--- config.mk ---
export PLATFORM = sky130hd
export DESIGN_NAME = selective_ack_scoreboard_core
export DESIGN_NICKNAME = d
export VERILOG_FILES = /design/src/sasc_pkg.sv /design/src/selective_ack_scoreboard_core.sv /design/src/sasc_ctrl.sv /design/src/sasc_datapath.sv
export SDC_FILE = /design/constraint.sdc
export NUM_CORES = 2
export LEC_CHECK = 0
export ABC_AREA = 1
export BUFFER_PORTS_ARGS = -buffer_cell sky130_fd_sc_hd__buf_4
export CAP_MARGIN = 15
export CORE_UTILIZATION = 48
export CTS_CLUSTER_DIAMETER = 50
export DETAILED_ROUTE_END_ITERATION = 10
export SYNTH_ARGS = -nofsm -noshare
export SYNTH_HDL_FRONTEND = slang
export SYNTH_SLANG_ARGS = --single-unit
--- constraint.sdc ---
create_clock -name clock -period 12 [get_ports clock]
set_input_delay 0.6 -clock clock [delete_from_list [all_inputs] [get_ports clock]]
set_output_delay 0.6 -clock clock [all_outputs]
set_load 0.005 [all_outputs]
--- src/sasc_pkg.sv ---
`timescale 1ns / 1ps
package sasc_pkg;

   // Request opcodes (req_tuser)
   localparam logic OP_SEND = 1'b0;
   localparam logic OP_ACK  = 1'b1;

   // Response status codes
   localparam logic [1:0] STATUS_OK       = 2'd0;
   localparam logic [1:0] STATUS_REJECTED = 2'd1;
   localparam logic [1:0] STATUS_FULL     = 2'd2;

   // Early mask covers sequences expected+1 .. expected+1+EARLY_SPAN_MAX
   localparam logic [15:0] EARLY_SPAN_MAX = 16'h001F;

   // Payload widths
   localparam int REQ_DATA_W = 48;
   localparam int RSP_DATA_W = 72;
   localparam logic [6:0] COUNT_SAT = 7'd63;

   // Controller states
   typedef enum logic [1:0] {
      ST_IDLE,
      ST_EVAL,
      ST_GROUP,
      ST_PUBLISH
   } state_type;

   // Controller to datapath commands
   typedef struct packed {
      logic capture;   // latch request transaction
      logic evaluate;  // update table, form hit vector
      logic group;     // per-byte population counts
      logic publish;   // load response register
   } cmd_type;

   // Population count of one byte
   function automatic logic [3:0] popcount8(input logic [7:0] bits);
      logic [3:0] acc;
      acc = 4'd0;
      for (int i = 0; i < 8; i++) begin
         acc = acc + {3'd0, bits[i]};
      end
      return acc;
   endfunction

endpackage

--- src/selective_ack_scoreboard_core.sv ---
`timescale 1ns / 1ps
// Selective ack scoreboard core.
// Request channel (req_*): tuser carries the opcode, send or ack; tdata carries
// the peer's expected sequence and the 32-bit early mask used by acks.
// A send claims the lowest free slot and is given the next sequence number, or
// returns table full. An ack frees every slot before the expected sequence and
// every slot whose sequence the early mask marks, unless it acks unsent data.
// Response channel (rsp_*): one transaction per request with status, assigned
// sequence, freed slot mask, freed count and the remote expected head.
// Timing: a request is taken in the idle state; the table is updated in the
// next cycle, the freed count is then formed by a registered byte-wise count
// tree, and rsp_tvalid rises once the publish state loads the response
// register. Requests are taken only in idle, so the block handles one
// transaction at a time, set by this four-state controller sequence.
// The response sits in an output register; a new request is taken while it
// waits. If the receiver stalls, the following result waits in the publish
// state, and further requests are held off until the register is drained.
// Reset (synchronous) empties the table and zeroes the next and remote
// sequence numbers; the slot sequence store itself is not cleared.
module selective_ack_scoreboard_core #(
   parameter int SLOTS = 32
) (
   input  logic        clock,
   input  logic        reset,
   input  logic        req_tvalid,
   output logic        req_tready,
   input  logic [47:0] req_tdata,  // expected_seq[15:0], early_mask[47:16]
   input  logic        req_tuser,  // opcode[0]
   output logic        rsp_tvalid,
   input  logic        rsp_tready,
   // status[1:0], assigned_seq[17:2], freed_slots[49:18], freed_count[55:50],
   // remote_head[71:56]
   output logic [71:0] rsp_tdata
);
   import sasc_pkg::*;

   cmd_type cmd;

   // Sequencer
   sasc_ctrl u_ctrl (
      .clock      (clock),
      .reset      (reset),
      .req_tvalid (req_tvalid),
      .req_tready (req_tready),
      .rsp_tvalid (rsp_tvalid),
      .rsp_tready (rsp_tready),
      .cmd        (cmd)
   );

   // Table and response datapath
   sasc_datapath #(
      .SLOTS (SLOTS)
   ) u_datapath (
      .clock      (clock),
      .reset      (reset),
      .cmd        (cmd),
      .req_opcode (req_tuser),
      .req_data   (req_tdata),
      .rsp_data   (rsp_tdata)
   );

endmodule

--- src/sasc_ctrl.sv ---
`timescale 1ns / 1ps
module sasc_ctrl (
   input  logic             clock,
   input  logic             reset,
   input  logic             req_tvalid,
   output logic             req_tready,
   output logic             rsp_tvalid,
   input  logic             rsp_tready,
   output sasc_pkg::cmd_type cmd
);
   import sasc_pkg::*;

   state_type state_ff, state_in;
   logic      out_valid_ff, out_valid_in;

   // State and response-valid registers
   always_ff @(posedge clock) begin
      if (reset) begin
         state_ff     <= ST_IDLE;
         out_valid_ff <= 1'b0;
      end else begin
         state_ff     <= state_in;
         out_valid_ff <= out_valid_in;
      end
   end

   // Next state and commands
   always_comb begin
      state_in     = state_ff;
      cmd          = '0;
      req_tready   = 1'b0;
      out_valid_in = out_valid_ff && !rsp_tready;
      case (state_ff)
         ST_IDLE: begin
            req_tready = 1'b1;
            if (req_tvalid) begin
               cmd.capture = 1'b1;
               state_in    = ST_EVAL;
            end
         end
         ST_EVAL: begin
            cmd.evaluate = 1'b1;
            state_in     = ST_GROUP;
         end
         ST_GROUP: begin
            cmd.group = 1'b1;
            state_in  = ST_PUBLISH;
         end
         ST_PUBLISH: begin
            // wait until the response register is free or being drained
            if (!out_valid_ff || rsp_tready) begin
               cmd.publish  = 1'b1;
               out_valid_in = 1'b1;
               state_in     = ST_IDLE;
            end
         end
         default: begin
            state_in = ST_IDLE;
         end
      endcase
   end

   assign rsp_tvalid = out_valid_ff;

endmodule

--- src/sasc_datapath.sv ---
`timescale 1ns / 1ps
module sasc_datapath #(
   parameter int SLOTS = 32
) (
   input  logic                                clock,
   input  logic                                reset,
   input  sasc_pkg::cmd_type                   cmd,
   input  logic                                req_opcode,
   input  logic [sasc_pkg::REQ_DATA_W-1:0]     req_data,
   output logic [sasc_pkg::RSP_DATA_W-1:0]     rsp_data
);
   import sasc_pkg::*;

   localparam int GROUPS = (SLOTS + 7) / 8;
   localparam int CNT_W  = $clog2(SLOTS + 1);

   // Table state
   logic [SLOTS-1:0] slot_valid_ff, slot_valid_in;
   logic [15:0]      slot_seq_ff [SLOTS];
   logic [15:0]      next_seq_ff;
   logic [15:0]      remote_ff;

   // Captured request
   logic        op_ff;
   logic [15:0] exp_ff;
   logic [31:0] mask_ff;

   // Evaluation results
   logic [SLOTS-1:0] hit_ff, hit_in;
   logic [1:0]       status_ff;
   logic [15:0]      assigned_ff;
   logic [3:0]       group_cnt_ff [GROUPS];

   // Response register
   logic [1:0]  out_status_ff;
   logic [15:0] out_assigned_ff;
   logic [31:0] out_freed_ff;
   logic [5:0]  out_count_ff;
   logic [15:0] out_remote_ff;

   // Combinational terms
   logic [SLOTS-1:0]   free_onehot;
   logic               table_full;
   logic               ack_reject;
   logic [15:0]        head_dist;
   logic [GROUPS*8-1:0] hit_pad;
   logic [CNT_W-1:0]   total;
   logic [6:0]         total_ext;
   logic [31:0]        freed_bits;

   // Lowest free slot and per-slot ack match
   always_comb begin
      logic [15:0] seq_gap;
      logic [15:0] k;
      free_onehot = ~slot_valid_ff & (slot_valid_ff + {{(SLOTS-1){1'b0}}, 1'b1});
      table_full  = &slot_valid_ff;
      seq_gap     = next_seq_ff - exp_ff;
      ack_reject  = seq_gap[15];
      head_dist   = exp_ff - remote_ff;
      for (int i = 0; i < SLOTS; i++) begin
         k = slot_seq_ff[i] - exp_ff - 16'd1;
         seq_gap = slot_seq_ff[i] - exp_ff;
         hit_in[i] = slot_valid_ff[i] &&
                     (seq_gap[15] || (k <= EARLY_SPAN_MAX && mask_ff[k[4:0]]));
      end
      slot_valid_in = slot_valid_ff;
      if (op_ff == OP_SEND) begin
         if (!table_full) begin
            slot_valid_in = slot_valid_ff | free_onehot;
         end
      end else if (!ack_reject) begin
         slot_valid_in = slot_valid_ff & ~hit_in;
      end
   end

   // Control-side table state
   always_ff @(posedge clock) begin
      if (reset) begin
         slot_valid_ff <= '0;
         next_seq_ff   <= 16'd0;
         remote_ff     <= 16'd0;
      end else if (cmd.evaluate) begin
         slot_valid_ff <= slot_valid_in;
         if (op_ff == OP_SEND) begin
            if (!table_full) begin
               next_seq_ff <= next_seq_ff + 16'd1;
            end
         end else if (!ack_reject && head_dist != 16'd0 && !head_dist[15]) begin
            remote_ff <= exp_ff;
         end
      end
   end

   // Slot sequence store, written only into the claimed slot
   always_ff @(posedge clock) begin
      for (int i = 0; i < SLOTS; i++) begin
         if (cmd.evaluate && op_ff == OP_SEND && free_onehot[i]) begin
            slot_seq_ff[i] <= next_seq_ff;
         end
      end
   end

   // Request capture and evaluation results
   always_ff @(posedge clock) begin
      if (cmd.capture) begin
         op_ff   <= req_opcode;
         exp_ff  <= req_data[15:0];
         mask_ff <= req_data[47:16];
      end
      if (cmd.evaluate) begin
         hit_ff      <= '0;
         assigned_ff <= 16'd0;
         status_ff   <= STATUS_OK;
         if (op_ff == OP_SEND) begin
            if (table_full) begin
               status_ff <= STATUS_FULL;
            end else begin
               assigned_ff <= next_seq_ff;
            end
         end else if (ack_reject) begin
            status_ff <= STATUS_REJECTED;
         end else begin
            hit_ff <= hit_in;
         end
      end
   end

   // First level of the count tree: one byte per group
   always_comb begin
      hit_pad = '0;
      hit_pad[SLOTS-1:0] = hit_ff;
   end

   always_ff @(posedge clock) begin
      if (cmd.group) begin
         for (int g = 0; g < GROUPS; g++) begin
            group_cnt_ff[g] <= popcount8(hit_pad[g*8 +: 8]);
         end
      end
   end

   // Second level: sum groups, saturate, report low 32 slots
   always_comb begin
      total = '0;
      for (int g = 0; g < GROUPS; g++) begin
         total = total + CNT_W'(group_cnt_ff[g]);
      end
      total_ext  = 7'(total);
      freed_bits = '0;
      for (int i = 0; i < 32; i++) begin
         if (i < SLOTS) begin
            freed_bits[i] = hit_pad[i];
         end
      end
   end

   // Response register
   always_ff @(posedge clock) begin
      if (cmd.publish) begin
         out_status_ff   <= status_ff;
         out_assigned_ff <= assigned_ff;
         out_freed_ff    <= freed_bits;
         out_count_ff    <= (total_ext > COUNT_SAT) ? 6'(COUNT_SAT) : total_ext[5:0];
         out_remote_ff   <= remote_ff;
      end
   end

   assign rsp_data = {out_remote_ff, out_count_ff, out_freed_ff,
                      out_assigned_ff, out_status_ff};

endmodule

==> tab_implementation.tex <==
\begin{tabular}{lr}
\hline
Metric & Value \\
\hline
\multicolumn{2}{l}{\textbf{Outcome}} \\
Status & complete, no violations \\
\multicolumn{2}{l}{\textbf{Clock tree}} \\
Post\_cts resized & 0 \\
Deepest level of the CTS H-tree & 4 \\
TritonCTS buffer count & 131 \\
Clk sink count & 766 \\
Reg clk slew, reported paths & 0.06 ns \\
Root Buffer & clkbuf\_16 \\
Worst-skew pair later-pin latency & 0.77 ns \\
TritonCTS clock tree & done \\
Max Root-Sink Buffers & 3 \\
\multicolumn{2}{l}{\textbf{Setup path}} \\
Slowest stage cell, crit path & buf\_4 \\
Required time at the worst-slack endpoint & 12.50 ns \\
Type of destination of the critical path & flip-flop \\
Setup slack, reg-to-reg & 7.16 ns \\
R2r startpoint & u\_datapath.exp\_ff[1]\$\_DFFE\_PP\_ \\
Cell occurring most often along the worst timing path & nand2\_1 \\
Cells traversed along the worst timing path & inv\_4, buf\_4, fa\_1, inv\_1, ha\_1, inv\_1, o21ai\_0, o21ai\_0, nand2\_1, nand2\_1, nand2\_1, a21o\_1, nand3\_1, nor2\_1, nand3\_1, nand2\_1, nand2\_1, nor2\_1 \\
Worst path max stage delay & 0.77 ns \\
Maximum net fanout on the critical path & 34 \\
Type of origin of the critical path & flip-flop \\
CP Class & reg -> reg \\
Endpoint of the worst setup timing path & u\_datapath.freed\_bits[13]\$\_SDFFCE\_PP0N\_ \\
Destination of the worst register-to-register timing path & u\_datapath.freed\_bits[13]\$\_SDFFCE\_PP0N\_ \\
Length in cells of the worst reg-to-reg path & 18 \\
Critical path data arrival time & 5.35 ns \\
Setup crit start & u\_datapath.exp\_ff[1]\$\_DFFE\_PP\_ \\
\multicolumn{2}{l}{\textbf{Synth}} \\
Combined area of all synthesized cells & 68,100 um\^{}2 \\
Leading post-synthesis cells by instance count & nand2\_1, inv\_1, a21oi\_1 \\
Fraction of the yosys area taken by sequential cells & 32.8\% \\
Share of Yosys cell area claimed by the top area cell type & 30.8\% \\
Post-Syn Nets & 10,255 \\
Fraction of synthesis flops using an asynchronous set or reset pin & 0\% \\
Post-synthesis area per instance & 7.13 um\^{}2 \\
Post-synth EDFFs & 699 \\
Most common cell in the netlist & nand2\_1 \\
Yosys Warn Count & 0 \\
Prevailing post-synth register cell & edfxtp\_1 \\
Yosys cell types & 61 \\
Cell taking the most area after synthesis & edfxtp\_1 \\
Number of flip-flops and latches in the synthesized netlist & 766 \\
Cell count after synthesis & 9,550 \\
Ranking of synthesized cells by area & edfxtp\_1, nand2\_1, ha\_1 \\
\multicolumn{2}{l}{\textbf{Global route}} \\
Wire length of the first global-routing pass & 378,000 um \\
Initial antenna violation count & 21 \\
Vias in the first global route & 60,575 \\
All-Layer GR Usage & 35.6\% \\
Largest net degree at the start of global routing & 57 \\
Remaining Overflow, GRT & 0 \\
\multicolumn{2}{l}{\textbf{Timing}} \\
Unrepaired setup endpoints after global routing & no \\
Fraction of the cycle the final worst path needs & 40.4\% \\
Worst clock skew on the final layout & 0.0287 ns \\
Post-layout min period & 4.85 ns \\
Final worst-path setup slack & 7.16 ns \\
Final setup violation count & 0 \\
Max Freq & 206 MHz \\
Count of final max-slew check failures & 0 \\
Post-route setup TNS & 0 ns \\
Max-Slew Margin vs Limit & 19.3\% \\
Hold violation total from the final report & 0 \\
Pin slew with the least headroom to its limit & 1.21 ns \\
\multicolumn{2}{l}{\textbf{Job}} \\
Max-capacitance violation count & 0 \\
\multicolumn{2}{l}{\textbf{Finish}} \\
Final \#Nets & 10,454 \\
Post-route non-filler standard cell count & 11,735 \\
Fraction of final layout cells with drive strength greater than 1 & 6.22\% \\
Area growth from synthesis to layout & 12.3\% \\
\multicolumn{2}{l}{\textbf{Pwr}} \\
Final total power & 15.2 mW \\
Ratio of total power to cell area & 200 nW/um\^{}2 \\
Worst ir drop on vdd & 145 uV \\
Pleak & 34.9 nW \\
\multicolumn{2}{l}{\textbf{Die}} \\
I/O pins & 127 \\
Core footprint & 140,000 um\^{}2 \\
Number of rows in the core area & 137 \\
Height of the chip & 379 um \\
Full die area & 143,000 um\^{}2 \\
Die span in x & 379 um \\
Initial Utilization & 48.6\% \\
\multicolumn{2}{l}{\textbf{Routing}} \\
Drt first pass iters & 6 \\
DR vias & 66,435 \\
Drt via density & 5.66 \\
Final routed wirelength across all metal layers & 260,000 um \\
Detail-routed net length per standard cell & 22.1 um \\
Number of DRC violations after detailed routing & 0 \\
Post-route ant nets & 0 \\
Detailed router's first-iteration violation count & 7,182 \\
\multicolumn{2}{l}{\textbf{Placed design}} \\
Count of port buffers added during placement & 126 \\
Final GP Congestion & 0.981 \\
Pre-CTS worst setup slack & 7.22 ns \\
Dpl cells & 11,448 \\
Post-detail-place hpwl & 172,000 um \\
\multicolumn{2}{l}{\textbf{Hold path}} \\
Cell count of the worst hold path & 1 \\
Worst min-delay path category & in -> reg \\
\hline
\end{tabular}
-- cell usage in the layout (no fill, tap or decap), drive strengths merged, types with 31 or more instances in the layout --
| cell | synthesis | routed |
|---|---|---|
| o21bai | 51 | 51 |
| clkinv | 12 | 42 |
| nand3b | 44 | 44 |
| inv | 1207 | 1231 |
| nand4 | 90 | 90 |
| edfxtp | 699 | 699 |
| a21o | 52 | 52 |
| clkbuf | 167 | 156 |
| ha | 597 | 597 |
| xnor2 | 134 | 134 |
| nand3 | 748 | 748 |
| o21ai | 742 | 742 |
| nand2 | 2670 | 2670 |
| dfxtp | 67 | 67 |
| a31oi | 31 | 31 |
| buf | 63 | 252 |
| nor3 | 88 | 88 |
| nor2 | 783 | 783 |
| dlygate4sd3 | 0 | 44 |
| fa | 55 | 55 |
| xor2 | 245 | 245 |
| a21oi | 895 | 895 |
-- sequential cells by signal (all words and copies together) (netlist names) --
name,count
u_ctrl.rsp_tvalid,1
u_ctrl.state_ff,2
u_datapath.assigned_ff,16
u_datapath.exp_ff,16
u_datapath.freed_bits,32
u_datapath.group_cnt_ff,16
u_datapath.mask_ff,32
u_datapath.next_seq_ff,16
u_datapath.op_ff,1
u_datapath.out_assigned_ff,16
u_datapath.out_count_ff,6
u_datapath.out_freed_ff,32
u_datapath.out_remote_ff,16
u_datapath.out_status_ff,2
u_datapath.remote_ff,16
u_datapath.slot_seq_ff,512
u_datapath.slot_valid_ff,32
u_datapath.status_ff,2
-- per-layer routing --
| layer | vias to the layer above | wire length (um) | global-route usage (%) | share of wire, % |
|---|---|---|---|---|
| met5 | - | 218 | 0.206 | 0.084 |
| met4 | 18 | 15600 | 18.7 | 6.0 |
| met3 | 736 | 26200 | 7.80 | 10 |
| met2 | 2920 | 112000 | 55.4 | 43 |
| met1 | 30548 | 105000 | 46.1 | 41 |
| li1 | 32213 | - | - | - |
-- repair_timing --
action,in CTS,in global routing
endpoints found under the hold margin,44,0
hold buffers,44,0
setup buffers,0,0
-- final cells by class --
cell class / count / area (um^2)
Clock buffer: 156 / 3500
Multi-Input combinational cell: 7335 / 40300
Sequential cell: 766 / 22400
Inverter: 1219 / 4580
Antenna cell: 3 / 7.51
Timing Repair Buffer: 296 / 2340
Fill cell: 13409 / 63600
Clock inverter: 84 / 976
Tap cell: 1876 / 2350
-- worst max-delay path, delay by kind of cell (launching register included) --
kind                       cells  cell delay (ns)
buffers and inverters          4             1.79
and+or+nand+nor                9             0.88
adders and majority gates      2             0.86
AOI/OAI and AO/OA              3             0.52
DFF                            1             0.47
-- worst min path at each step --
stage                                             start  slack (ns)                                       end
2_1_floorplan   u_datapath.assigned_ff[0]$_SDFFCE_PP0N_        0.40   u_datapath.out_assigned_ff[0]$_DFFE_PP_
6_report                                   req_tdata[3]        0.04            u_datapath.exp_ff[3]$_DFFE_PP_
3_3_place_gp   u_datapath.assigned_ff[15]$_SDFFCE_PP0N_        0.40  u_datapath.out_assigned_ff[15]$_DFFE_PP_
3_5_place_dp   u_datapath.assigned_ff[10]$_SDFFCE_PP0N_        0.40  u_datapath.out_assigned_ff[10]$_DFFE_PP_
4_1_cts                                    req_tdata[3]       0.002            u_datapath.exp_ff[3]$_DFFE_PP_
5_1_grt                                    req_tdata[3]       0.004            u_datapath.exp_ff[3]$_DFFE_PP_
-- where the power goes --
group	internal [mW]	switching, mW
clock	2.43	1.46
sequential	3.19	0.162
combinational	2.57	5.44
total	8.19	7.06
-- cells by family after synthesis --
family,share of synthesized area [%]
AOI/OAI and AO/OA,14.3
buffers and inverters,8.16
adders and majority gates,12.6
xor gates and xnor gates,5.00
muxes,0.0294
DFF,32.8
and+or+nand+nor,27.1
-- metrics by stage --
stage	hold slack, ns	cell area (um^2)	util, %
after CTS	0.00225	76400	54.6
final	0.0391	76400	54.6
after detailed placement	0.405	71500	51.0
after global placement	0.405	71500	51.0
after global routing	0.00374	76400	54.6
after floorplan	0.400	68100	-
Note: power is estimated with default switching activity, not from simulation.
